==> src/rtl/bspl_pkg.sv <==
// Shared types and constants for the cubic B-spline evaluator.
// Used by the point store, the fetch sequencer, the datapath and the top level.
`default_nettype none

package bspl_pkg;

    // Point store geometry. The index wraps modulo the depth, so the depth
    // is a power of two and the address is the low bits of the index.
    localparam int MAX_POINTS = 64;
    localparam int ADDR_W     = $clog2(MAX_POINTS);
    localparam int IDX_W      = 6;

    // Input beat kinds, selected by the mode field.
    localparam logic MODE_WRITE = 1'b0;
    localparam logic MODE_EVAL  = 1'b1;

    // Curve parameter: unsigned fraction with T_BITS bits.
    localparam int T_BITS   = 16;
    localparam int PARAM_W  = 16;
    localparam int U_W      = T_BITS + 1;

    localparam int COORD_W  = 16;
    localparam int N_AXES   = 3;
    localparam int OUT_W    = 24;

    // Datapath widths. Every polynomial coefficient fits in 20 signed bits.
    localparam int C_W      = 20;
    localparam int M1_W     = C_W + U_W;
    localparam int A1_W     = C_W + T_BITS + 2;
    localparam int M2_W     = A1_W + U_W;
    localparam int A2_W     = M2_W + 1;
    localparam int M3_W     = A2_W + U_W;
    localparam int S2_W     = 2 * T_BITS + 1 + OUT_W;

    // Position division by six: the unscaled sum lies in [-6*2^15, 6*2^15),
    // so an offset makes it a 19-bit unsigned value that is divided by a
    // reciprocal multiply, then the offset over six is taken back out.
    localparam int W_W      = 19;
    localparam int POS_OFF  = 6 * 32768;
    localparam int POS_BIAS = 32768;
    localparam int RECIP_SH = 22;
    localparam int RECIP_W  = 20;
    localparam int RECIP    = ((1 << RECIP_SH) + 5) / 6;
    localparam int Q_W      = W_W + RECIP_W;
    localparam int Q_OUT_W  = Q_W - RECIP_SH;

    typedef logic signed [COORD_W-1:0] t_coord;
    // Element 0 is x, 1 is y, 2 is z.
    typedef t_coord [N_AXES-1:0] t_point;
    typedef logic [N_AXES-1:0][OUT_W-1:0] t_vec3;

    // One access of the single-port point store.
    typedef struct packed {
        logic              re;
        logic              we;
        logic [ADDR_W-1:0] addr;
        t_point            wdata;
    } t_mem_req;

    // Four gathered control points and the parameter, handed to the datapath.
    typedef struct packed {
        logic              valid;
        t_point [3:0]      pts;
        logic [T_BITS-1:0] u;
    } t_seg;

    typedef struct packed {
        t_vec3 pos;
        t_vec3 slope;
        t_vec3 bend;
    } t_result;

endpackage

`default_nettype wire

==> src/rtl/bspl_fetch.sv <==
// Input sequencer: takes write and evaluate beats, drives the point store port
// and gathers four control points per evaluation. Uses bspl_pkg.
`default_nettype none

module bspl_fetch (
    input  logic                            i_clk,
    input  logic                            i_rst_n,
    input  logic                            i_in_valid,
    output logic                            o_in_ready,
    input  logic                            i_mode,
    input  logic [bspl_pkg::IDX_W-1:0]      i_index,
    input  bspl_pkg::t_point                i_point,
    input  logic [bspl_pkg::PARAM_W-1:0]    i_param_t,
    output bspl_pkg::t_mem_req              o_req,
    input  bspl_pkg::t_point                i_rdata,
    input  logic                            i_rvld,
    output bspl_pkg::t_seg                  o_seg,
    input  logic                            i_seg_ready
);

    typedef enum logic [2:0] {
        S_IDLE = 3'b001,
        S_READ = 3'b010,
        S_LAST = 3'b100
    } t_fstate;

    t_fstate                            r_state, n_state;
    logic [1:0]                         r_cnt, n_cnt;
    logic [bspl_pkg::ADDR_W-1:0]        r_base;
    logic [bspl_pkg::T_BITS-1:0]        r_t;
    bspl_pkg::t_point [2:0]             r_p;
    bspl_pkg::t_point                   w_rd;
    logic                               w_accept;
    logic                               w_open;

    // Entries never written read back as zero.
    assign w_rd = i_rvld ? i_rdata : '0;

    // The last read's data is handed over in the same cycle that a new beat
    // may be taken, so the next evaluation can start as the last one is handed over.
    assign w_open     = (r_state == S_IDLE) || ((r_state == S_LAST) && i_seg_ready);
    assign o_in_ready = w_open;
    assign w_accept   = i_in_valid && w_open;

    always_comb begin
        o_req.wdata = i_point;
        o_req.we    = w_accept && (i_mode == bspl_pkg::MODE_WRITE);
        if (r_state == S_READ) begin
            o_req.re   = 1'b1;
            o_req.addr = r_base + bspl_pkg::ADDR_W'(r_cnt);
        end else begin
            o_req.re   = w_accept && (i_mode == bspl_pkg::MODE_EVAL);
            o_req.addr = i_index[bspl_pkg::ADDR_W-1:0];
        end
    end

    always_comb begin
        n_state = r_state;
        n_cnt   = r_cnt;
        unique case (r_state)
            S_IDLE, S_LAST: begin
                if (w_accept && (i_mode == bspl_pkg::MODE_EVAL)) begin
                    n_state = S_READ;
                    n_cnt   = 2'd1;
                end else if (w_open) begin
                    n_state = S_IDLE;
                end
            end
            S_READ: begin
                n_cnt = r_cnt + 2'd1;
                if (r_cnt == 2'd3) begin
                    n_state = S_LAST;
                end
            end
            default: begin
                n_state = S_IDLE;
            end
        endcase
    end

    always_ff @(posedge i_clk) begin
        if (!i_rst_n) begin
            r_state <= S_IDLE;
            r_cnt   <= 2'd0;
        end else begin
            r_state <= n_state;
            r_cnt   <= n_cnt;
        end
    end

    always_ff @(posedge i_clk) begin
        if (w_accept && (i_mode == bspl_pkg::MODE_EVAL)) begin
            r_base <= i_index[bspl_pkg::ADDR_W-1:0];
            r_t    <= i_param_t[bspl_pkg::T_BITS-1:0];
        end
        // Read data arrives in the cycle after its address, so count k holds point k-1.
        if (r_state == S_READ) begin
            r_p[r_cnt - 2'd1] <= w_rd;
        end
    end

    assign o_seg.valid = (r_state == S_LAST);
    assign o_seg.pts   = {w_rd, r_p[2], r_p[1], r_p[0]};
    assign o_seg.u     = r_t;

endmodule

`default_nettype wire

==> config.mk <==
export PLATFORM = sky130hd
export DESIGN_NAME = bspl_fetch
export DESIGN_NICKNAME = d
export VERILOG_FILES = /design/src/rtl/bspl_pkg.sv /design/src/rtl/bspl_fetch.sv
export SDC_FILE = /design/constraint.sdc
export NUM_CORES = 1
export LEC_CHECK = 0
export BUFFER_PORTS_ARGS = -buffer_cell sky130_fd_sc_hd__buf_4
export CORE_AREA = 2 2 152 154
export CTS_BUF_LIST = sky130_fd_sc_hd__clkbuf_8
export DETAILED_ROUTE_END_ITERATION = 10
export DIE_AREA = 0 0 154 156
export PLACE_DENSITY = 0.69
export SYNTH_ARGS = -nofsm -noshare
export SYNTH_HDL_FRONTEND = slang
export SYNTH_SLANG_ARGS = --single-unit
==> constraint.sdc <==
create_clock -name i_clk -period 2.4 [get_ports i_clk]
set_clock_uncertainty 0.2 [all_clocks]
set_input_delay 0.36 -clock i_clk [delete_from_list [all_inputs] [get_ports i_clk]]
set_output_delay 0.36 -clock i_clk [all_outputs]
set_load 0.01 [all_outputs]
# Yosys cells after proc, flatten, opt, wreduce, memory -nomap -nowiden
# Cells that the tools add are included.
# Widths: inputs -> output; s select.
# word_totals
regBits	171
in_bits	124
out_inout_bits	266
elab_cells	48
# classes
add_sub_neg	3
n_lt_le_gt_ge	2
n_eq_ne	7
muxes	12
bitwise	1
n_reduce_logical	10
# ops
op	count
$bwmux 144	1
$demux 48 s2	1
$mux 48	2
$mux 3	3
$add 6x2->6	1
$mux 6	1
$pmux 3 s2	1
$logic_and 1x1->1	5
$ne 2x2->1 const B	2
$pmux 2 s2	1
$reduce_and 2->1	2
$eq 3x1->1 const B	1
$eq 3x2->1 const B	1
$eq 3x3->1 const B	1
$lt 2x3->1 const B	1
$ne 3x3->1 const B	1
$add 2x1->2 const B	1
$eq 2x2->1 const B	1
$ge 2x1->1 const B	1
$mux 2	1
$reduce_bool 2->1	1
$reduce_or 2->1	1
$sub 2x1->2 const B	1
$logic_or 1x1->1	1
2 further kinds	2

# Longest topological paths before layout
# Gate-level depths: netlist of run 1.
# logic_depth
ltp_word	7
mapped_depth	6
depth_no_buf	6

# Least setup slack after synthesis of run 1
# OpenSTA, ideal clock, no wires.
# synth_timing
path_type	flip-flop to flip-flop
start	register r_state[1]
end	register r_p, in the netlist o_seg[112], enable pin
setup_ps	411
arrival_ps	1973
required_ps	1789
setup_slack_ps	-184
stages_incl_launch_ff	3
path_buffers	0
period_less_slack_ps	2584
cell_sequence	dfxtp_1 > nor3b_2 > and2_1
# synth_between
elab_chain_cells	1
# synth_rtl
item	line	text
start, declared	bspl_fetch.sv:27	t_fstate r_state, n_state;
start signal, assigned	bspl_fetch.sv:86	r_state <= n_state;
$eq 3x2->1	bspl_fetch.sv:97	if (r_state == S_READ) begin
end signal, assigned by index	bspl_fetch.sv:98	r_p[r_cnt - 2'd1] <= w_rd;
end, declared	bspl_fetch.sv:31	bspl_pkg::t_point [2:0] r_p;
# No other way between the ends.
# A chain may end at the register's enable or synchronous reset.

==> results of run 1 <==
==> synthesized netlist by cell type <==
| master | instances | area share, % |
|---|---|---|
| a21oi_1 | 2 | 0.16 |
| a31oi_1 | 1 | 0.10 |
| and2_1 | 52 | 5.3 |
| buf_2 | 1 | 0.081 |
| buf_4 | 48 | 5.8 |
| clkbuf_1 | 5 | 0.30 |
| dfxtp_1 | 5 | 1.6 |
| edfxtp_1 | 166 | 81 |
| fa_1 | 1 | 0.32 |
| ha_1 | 5 | 1.0 |
| inv_1 | 5 | 0.30 |
| nand2_1 | 9 | 0.55 |
| nand2b_1 | 1 | 0.10 |
| nand3_1 | 2 | 0.16 |
| nand3b_1 | 4 | 0.49 |
| nor2_1 | 4 | 0.24 |
| nor2b_1 | 1 | 0.10 |
| nor3b_1 | 1 | 0.12 |
| nor3b_2 | 1 | 0.20 |
| nor4b_1 | 2 | 0.28 |
| o211ai_1 | 1 | 0.12 |
| o21a_1 | 2 | 0.24 |
| o21ai_0 | 5 | 0.41 |
| o311a_1 | 1 | 0.16 |
| o31ai_1 | 2 | 0.24 |
| or2_2 | 1 | 0.10 |
| or3_1 | 1 | 0.10 |
| or3b_1 | 1 | 0.14 |
| or4_1 | 1 | 0.12 |
| xor2_1 | 2 | 0.28 |
==> cell families (layout without fill, tap and decap cells) <==
logic type / count (synthesis) / after routing
and+or+nand+nor: 81 / 81
xor gates and xnor gates: 2 / 2
buffers and inverters: 59 / 365
DFF: 171 / 171
adders and majority gates: 6 / 6
AOI/OAI and AO/OA: 14 / 14
==> state kept, by name (all words and copies together) (netlist names) <==
signal	flops
o_seg	144
r_base	6
r_cnt	2
r_t	16
r_state	3
==> per-layer routing <==
| layer | share of wire, % | GRT usage (%) | vias to the layer above |
|---|---|---|---|
| met5 | 0 | 0 | - |
| met4 | 4.1 | 8.32 | 0 |
| met3 | 6.9 | 3.75 | 67 |
| met2 | 55 | 25.5 | 188 |
| met1 | 34 | 13.2 | 1802 |
| li1 | - | - | 1762 |
==> cell usage in the layout, fill, tap and decap left out, types with 3 or more instances in the layout <==
cell type	instances
and2_1	49
and2_2	3
buf_12	3
buf_4	301
clkbuf_8	17
clkinv_4	4
clkinv_8	8
dfxtp_4	3
dlygate4sd3_1	23
edfxtp_1	166
ha_1	3
inv_1	4
inv_8	3
nand2_1	9
nand3b_1	4
nor2_1	3
==> how the worst max path moves through the flow <==
stage          cells past startpoint  slack (ns)         to        from
5_1_grt                            7       -0.21  o_req[52]   r_base[0]
4_1_cts                            4       -0.16  o_req[51]  r_state[0]
2_1_floorplan                      2        0.11  r_base[0]  r_state[0]
3_3_place_gp                       5        0.24  o_req[49]   r_base[0]
6_report                           6       -0.12  o_req[52]    r_cnt[1]
3_5_place_dp                       5        0.19  o_req[49]   r_base[0]
==> metrics by stage <==
stage,hold slack [ns],TNS (ns)
3_3_place_gp,0.315,0
3_5_place_dp,0.334,0
5_1_grt,0.0155,-0.801
2_1_floorplan,0.231,0
4_1_cts,0.00423,-0.465
6_report,0.0402,-0.275
==> worst max-delay path, cell delays in order (launching register included) <==
cell,delay [ns]
dfxtp_2,0.41
inv_1,0.10
fa_2,0.41
nand3b_1,0.18
xor2_1,0.15
o21ai_1,0.11
buf_4,0.14
==> final cells by class <==
class | count | area [um2] | area share (%)
flip-flops and latches | 171 | 5100 | 55.3
clock inverters | 15 | 199 | 2.16
multi-input cells | 103 | 752 | 8.16
well taps | 285 | 357 | 3.87
clock buffers | 17 | 234 | 2.54
inverters | 5 | 18.8 | 0.204
repair buffers | 328 | 2560 | 27.8
==> power by group <==
| group | internal [uW] | switching [uW] |
|---|---|---|
| Sequential | 3290 | 8.97 |
| Combinational | 220 | 179 |
| Clock | 808 | 1250 |
| Total | 4320 | 1440 |
==> what timing repair did <==
item | in CTS | in global routing
endpoints found under the hold margin | 26 | 0
hold buffers | 23 | 0
pin swaps | 6 | 2
buffers inserted | 3 | 1
cloned | 0 | 0
setup endpoints to repair | 7 | 6
resized for setup | 22 | 5
==> results.sh, run 1 <==
export IMPL_cts_sinks=171
export IMPL_antenna_found_initial=0
export IMPL_timing_fmax_mhz=397
export IMPL_n_antenna_cell=0
export IMPL_vias=3819
export IMPL_cp_arrival_ns=1.96
export IMPL_grt_pass1_vias=3880
export IMPL_cp_required_ns=1.84
export IMPL_synth_seq_cells=171
export IMPL_fin_crit_ns=2.52
export IMPL_yosys_warnings=0
export IMPL_hold_viol=0
export IMPL_stdcell_area_um2=9220
export IMPL_hold_path_depth=3
export IMPL_hp_class="in2reg"
export IMPL_detail_route_first_pass_iterations=4
export IMPL_synthMuxAreaShare_pct=0
export IMPL_crit_path_end_kind="primary output"
export IMPL_max_slew_worst_pin_slew_ns=0.535
export IMPL_grtUsageTotal_pct=13.6
export IMPL_clkTransAtPathRegs_ns=0.10
export IMPL_ir_drop_uv=312
export IMPL_gr_total_overflow=0
export IMPL_setup_viol=3
export IMPL_syn_area_um2=6170
export IMPL_rsz0062_at_grt="yes"
export IMPL_avgSynthCellArea_um2=18.5
export IMPL_syn2layout_area_growth_pct=49.4
export IMPL_cts_root_buf="clkbuf_8"
export IMPL_reg2regPathDepth=3
export IMPL_synthCells=333
export IMPL_cts_buffers_inserted=17
export IMPL_dieWidth_um=154
export IMPL_wire_per_inst_um=18.6
export IMPL_nFillCells=2040
export IMPL_start_util_pct=27.6
export IMPL_drt_iter0_drc=192
export IMPL_crit_path_start_kind="flop"
export IMPL_critPathKind="reg2out"
export IMPL_synth_top_family_by_area="simple AND/OR/NAND/NOR gates"
export IMPL_synthDistinctLibCells=30
export IMPL_setup_slack_ns=-0.116
export IMPL_die_y_um=156
export IMPL_status="complete, but fails checks"
export IMPL_whs_endpoint="r_state[2]"
export IMPL_htree_levels=4
export IMPL_grt_pass1_wl_um=23800
export IMPL_grt_max_degree=49
export IMPL_clkLatencyLatePin_ns=0.46
export IMPL_leakagePower_uw=0.00367
export IMPL_crit_path_max_fanout=5
export IMPL_cap_violations=0
export IMPL_reg2reg_from="r_state[2]"
export IMPL_drt_total_wl_um=17200
export IMPL_synth_compound_area_share_pct=1.44
export IMPL_dpl_cell_area_um2=8450
export IMPL_r2r_slack_ns=0.48
export IMPL_synth_fa_ha_area_share_pct=1.34
export IMPL_period_share_pct=105
export IMPL_place_port_buffers=293
export IMPL_r2r_end="o_seg[152]"
export IMPL_yosys_area_share_xor_xnor_pct=0.284
export IMPL_drv_slew=0
export IMPL_drc_errors=0
export IMPL_syn_num_nets=463
export IMPL_vias_per_cell=4.13
export IMPL_core_um2=22400
export IMPL_dp_cells=865
export IMPL_nets=756
export IMPL_fin_util_pct=41.2
export IMPL_place_hpwl_um=12300
export IMPL_violations="negative setup slack"
export IMPL_place_gp_congestion=0.765
export IMPL_holdCritStartpoint="i_seg_ready"
export IMPL_layout_cells_non_filler=924
export IMPL_drive_gt1_share_pct=56.0
export IMPL_rows=55
export IMPL_die_area_um2=24000
export IMPL_antenna_left=0
export IMPL_finalPower_uw=5760
export IMPL_power_density_nw_per_um2=624
export IMPL_dp_slack_ns=0.194
export IMPL_cts_tree="built"
export IMPL_ys_seq_area_share_pct=82.4
export IMPL_yosys_area_share_simple_pct=7.99
export IMPL_clk_path_buf_depth=2
export IMPL_pin_count=390
export IMPL_worst_slew_margin_rel_pct=63.8
Note: power is estimated with default switching activity, not from simulation.
==> run 2, diff against run 1 <==
- CORE_AREA: 2 2 152 154 -> 2 2 151 153
- CTS_BUF_LIST: sky130_fd_sc_hd__clkbuf_8 -> sky130_fd_sc_hd__clkbuf_16
- DIE_AREA: 0 0 154 156 -> 0 0 153 155
- PLACE_DENSITY: 0.69 -> 0.7
==> results.sh, run 2 (same netlist as run 1, synthesis figures left out) <==
export IMPL_status="complete, but fails checks"
export IMPL_violations="negative setup slack"
export IMPL_antenna_found_initial=0
export IMPL_crit_path_end_kind="primary output"
export IMPL_met3_length_um=1250
export IMPL_ir_drop_uv=407
export IMPL_pin_count=390
export IMPL_switching_share_pct=22.7
export IMPL_gr_total_overflow=0
export IMPL_drc_errors=0
export IMPL_r2r_end="o_seg[84]"
export IMPL_wire_per_inst_um=17.2
export IMPL_p_comb_share_pct=6.3
export IMPL_antenna_left=0
export IMPL_rows=55
export IMPL_place_port_buffers=293
export IMPL_finalPower_uw=6330
export IMPL_path_delay_family="adder cells"
export IMPL_start_util_pct=27.8
export IMPL_max_slew_worst_pin_slew_ns=0.559
export IMPL_holdCritStartpoint="i_seg_ready"
export IMPL_hold_viol=0
export IMPL_seqPwrFrac_pct=52.1
export IMPL_final_common_cell="buf_4"
export IMPL_setup_slack_ns=-0.0742
export IMPL_drt_iter0_drc=162
export IMPL_worstPathCellList="ha_2 -> inv_2 -> fa_2 -> nand3b_1 -> xor2_1 -> o21ai_1 -> buf_4"
export IMPL_htree_levels=4
export IMPL_vias_per_cell=4.13
export IMPL_cts_sinks=171
export IMPL_nets=758
export IMPL_critPathKind="reg2out"
export IMPL_hold_path_depth=3
export IMPL_wl_met1_um=5670
export IMPL_drive_gt1_share_pct=55.5
export IMPL_dieWidth_um=153
export IMPL_n_antenna_cell=0
export IMPL_cts_buffers_inserted=17
export IMPL_cp_arrival_ns=1.91
export IMPL_p_sw_uw=1440
export IMPL_hold_ws_ns=0.104
export IMPL_whs_endpoint="r_state[2]"
export IMPL_stdcell_area_um2=9340
export IMPL_largest_reg_flops=144
export IMPL_reg2reg_from="r_state[2]"
export IMPL_place_gp_congestion=0.761
export IMPL_die_y_um=155
export IMPL_critPathSlowestCell="edfxtp_1"
export IMPL_place_hpwl_um=11400
export IMPL_dp_slack_ns=0.133
export IMPL_mostFrequentLayoutCells="buf_4 (303), edfxtp_1 (166), and2_1 (49)"
export IMPL_clock_power_share_pct=41.6
export IMPL_dpl_cell_area_um2=8470
export IMPL_power_density_nw_per_um2=678
export IMPL_clkTransAtPathRegs_ns=0.07
export IMPL_cp_required_ns=1.84
export IMPL_core_um2=22200
export IMPL_hp_class="in2reg"
export IMPL_met2_length_um=8520
export IMPL_critPathMaxStageDelay_ns=0.34
export IMPL_clk_path_buf_depth=2
export IMPL_path_buf_inv=2
export IMPL_p_int_uw=4900
export IMPL_crit_path_start_kind="flop"
export IMPL_r2r_slack_ns=0.42
export IMPL_die_area_um2=23700
export IMPL_cap_violations=0
export IMPL_reg2regPathDepth=4
export IMPL_syn2layout_area_growth_pct=51.3
export IMPL_grt_max_degree=49
export IMPL_rsz0062_at_grt="yes"
export IMPL_detail_route_first_pass_iterations=4
export IMPL_worst_slew_margin_rel_pct=62.2
export IMPL_vias=3819
export IMPL_leakagePower_uw=0.00374
export IMPL_setup_viol=4
export IMPL_top_layer="met4"
export IMPL_fin_crit_ns=2.47
export IMPL_period_share_pct=103
export IMPL_crit_path_max_fanout=2
export IMPL_drv_slew=0
export IMPL_grt_pass1_wl_um=22800
export IMPL_clkLatencyLatePin_ns=0.41
export IMPL_timing_fmax_mhz=404
export IMPL_grt_pass1_vias=3819
export IMPL_drt_total_wl_um=15900
export IMPL_cts_tree="built"
export IMPL_cts_root_buf="clkbuf_16"
export IMPL_grtUsageTotal_pct=13.0
[run 2: metrics by stage]
| stage | TNS, ns | instances | util [%] |
|---|---|---|---|
| after floorplan | 0 | 333 | - |
| after global placement | 0 | 866 | 38.1 |
| after detailed placement | 0 | 866 | 38.1 |
| after CTS | -0.198 | 923 | 41.9 |
| after global routing | -0.435 | 925 | 42.0 |
| final | -0.120 | 925 | 42.0 |
[run 2: cell type report]
cell class / instances / area [um2]
fillers: 2043 / 12900
flip-flops and latches: 171 / 5100
clock buffers: 17 / 425
well taps: 285 / 357
repair buffers: 330 / 2580
clock inverters: 14 / 149
multi-input cells: 103 / 704
inverters: 5 / 18.8
[run 2: per-layer routing]
metal / track usage [%] / vias to the layer above
li1: - / 1761
met1: 13.8 / 1809
met2: 23.2 / 204
met3: 4.29 / 45
met4: 6.35 / 0
met5: 0 / -
[run 2: how the worst max path moves through the flow]
stage	from	endpoint	slack (ns)	cells after the start
final	r_base[0]	o_req[52]	-0.07	7
after global routing	r_base[1]	o_req[53]	-0.15	5
after CTS	r_base[1]	o_req[53]	-0.1	5
after detailed placement	r_cnt[0]	o_req[52]	0.13	7
after global placement	r_cnt[0]	o_req[52]	0.16	7
after floorplan	r_state[0]	r_base[0]	0.11	2
[run 2: repair_timing]
item / CTS / global route
pin swaps: 2 / 2
resized for setup: 14 / 4
buffers inserted: 3 / 2
hold buffers: 23 / 0
endpoints found under the hold margin: 25 / 0
setup endpoints to repair: 6 / 6
[run 2: power groups by stage]
| stage | Combinational (uW) | Sequential, uW | Clock (uW) |
|---|---|---|---|
| 6_report | 398 | 3300 | 2640 |
| 5_1_grt | 430 | 3300 | 2830 |
| 4_1_cts | 400 | 3300 | 2700 |
| 3_5_place_dp | 362 | 3370 | 0 |
| 3_3_place_gp | 356 | 3370 | 0 |
| 2_1_floorplan | 196 | 3380 | 0 |
[run 2: worst reg2reg max path, cell delays in order, from the launching register on]
cell     delay (ns)
dfxtp_4        0.34
buf_4          0.14
nor3b_2        0.32
and2_2         0.35
buf_12         0.26
==> run 3, diff against run 2 <==
- RECOVER_POWER: not set -> 25
- SLEW_MARGIN: not set -> 20
==> results.sh, run 3 (same netlist as run 1, synthesis figures left out) <==
export IMPL_crit_path_end_kind="primary output"
export IMPL_cp_arrival_ns=1.91
export IMPL_cap_violations=0
export IMPL_cts_root_buf="clkbuf_16"
export IMPL_power_density_nw_per_um2=678
export IMPL_drt_iter0_drc=146
export IMPL_die_area_um2=23700
export IMPL_hold_viol=0
export IMPL_cts_tree="built"
export IMPL_antenna_found_initial=0
export IMPL_clkLatencyLatePin_ns=0.41
export IMPL_seqPwrFrac_pct=52.2
export IMPL_nets=758
export IMPL_mostFrequentLayoutCells="buf_4 (301), edfxtp_1 (166), and2_0 (34)"
export IMPL_fin_crit_ns=2.47
export IMPL_drc_errors=0
export IMPL_htree_levels=4
export IMPL_cts_buffers_inserted=17
export IMPL_setup_tns_ns=-0.119
export IMPL_clk_path_buf_depth=2
export IMPL_hold_ws_ns=0.104
export IMPL_grt_max_degree=49
export IMPL_drv_slew=0
export IMPL_setup_viol=4
export IMPL_die_y_um=155
export IMPL_grt_pass1_vias=3819
export IMPL_p_int_uw=4890
export IMPL_final_common_cell="buf_4"
export IMPL_gr_total_overflow=0
export IMPL_drive_gt1_share_pct=55.5
export IMPL_leakagePower_uw=0.00371
export IMPL_wire_per_inst_um=17.2
export IMPL_fin_util_pct=42.0
export IMPL_clkTransAtPathRegs_ns=0.07
export IMPL_ir_drop_uv=406
export IMPL_multi_input_area_um2=704
export IMPL_place_hpwl_um=11400
export IMPL_period_share_pct=103
export IMPL_timing_fmax_mhz=404
export IMPL_hp_class="in2reg"
export IMPL_setup_slack_ns=-0.0740
export IMPL_drt_total_wl_um=15900
export IMPL_clock_power_share_pct=41.6
export IMPL_crit_path_start_kind="flop"
export IMPL_p_comb_share_pct=6.2
export IMPL_status="complete, but fails checks"
export IMPL_largest_reg_flops=144
export IMPL_vias=3818
export IMPL_syn2layout_area_growth_pct=51.3
export IMPL_pin_count=390
export IMPL_critPathKind="reg2out"
export IMPL_seqCellArea_um2=5100
export IMPL_place_gp_congestion=0.761
export IMPL_nFillCells=2044
export IMPL_rows=55
export IMPL_cts_sinks=171
export IMPL_max_slew_worst_pin_slew_ns=0.809
export IMPL_cp_required_ns=1.84
export IMPL_worst_slew_margin_rel_pct=46.1
export IMPL_start_util_pct=27.8
export IMPL_violations="negative setup slack"
export IMPL_n_antenna_cell=0
export IMPL_antenna_left=0
export IMPL_grtUsageTotal_pct=13.0
export IMPL_dieWidth_um=153
export IMPL_vias_per_cell=4.13
export IMPL_grt_pass1_wl_um=22800
export IMPL_crit_path_max_fanout=2
export IMPL_p_sw_uw=1430
export IMPL_switching_share_pct=22.7
export IMPL_place_port_buffers=293
export IMPL_core_um2=22200
export IMPL_rsz0062_at_grt="yes"
export IMPL_dp_slack_ns=0.133
export IMPL_detail_route_first_pass_iterations=4
-- run 3: final cells by class --
type                            count  share of cell area (%)
Sequential cell                   171                    54.6
Clock inverter                     14                    1.59
Timing Repair Buffer              330                    27.7
Clock buffer                       17                    4.56
Tap cell                          285                    3.82
Multi-Input combinational cell    103                    7.55
Inverter                            5                   0.201
-- run 3: routing by layer --
metal	up-vias	share of wire, %	global-route usage (%)
li1	1762	-	-
met1	1795	36	13.8
met2	214	53	23.2
met3	47	7.8	4.29
met4	0	3.1	6.35
met5	-	0	0
-- run 3: repair_timing --
action / 4_1_cts / 5_1_grt
hold buffers: 23 / 0
setup buffers: 3 / 2
hold endpoints to repair: 25 / 0
gates resized for setup: 14 / 4
setup endpoints to repair: 6 / 6
pin swaps: 2 / 2
-- run 3: final timing paths --
kind,from,endpoint,slack (ns),depth (start not counted)
hold reg to reg,r_cnt[1],r_cnt[1],0.30,2
hold / removal,i_seg_ready,r_state[2],0.10,3
setup reg to reg,r_state[2],o_seg[84],0.42,4
setup / recovery,r_base[0],o_req[52],-0.07,7
-- run 3: power by group through the flow --
| stage | combinational [uW] | sequential (uW) | clock (uW) |
|---|---|---|---|
| after floorplan | 196 | 3380 | 0 |
| after global placement | 356 | 3370 | 0 |
| after detailed placement | 362 | 3370 | 0 |
| after CTS | 400 | 3300 | 2700 |
| after global routing | 427 | 3300 | 2830 |
| final | 394 | 3300 | 2630 |
-- run 3: stage by stage --
step                instances  instance area, um2  total power (uW)
finish                    925                9340              6330
floorplan                 333                6170              3570
global route              925                9340              6560
CTS                       923                9320              6400
global placement          866                8470              3730
detailed placement        866                8470              3730
-- run 3: worst max-delay path: stages, from the launching register on --
cell,delay [ns]
edfxtp_1,0.34
ha_2,0.19
inv_2,0.04
fa_2,0.33
nand3b_1,0.17
xor2_1,0.15
o21ai_1,0.14
buf_4,0.14
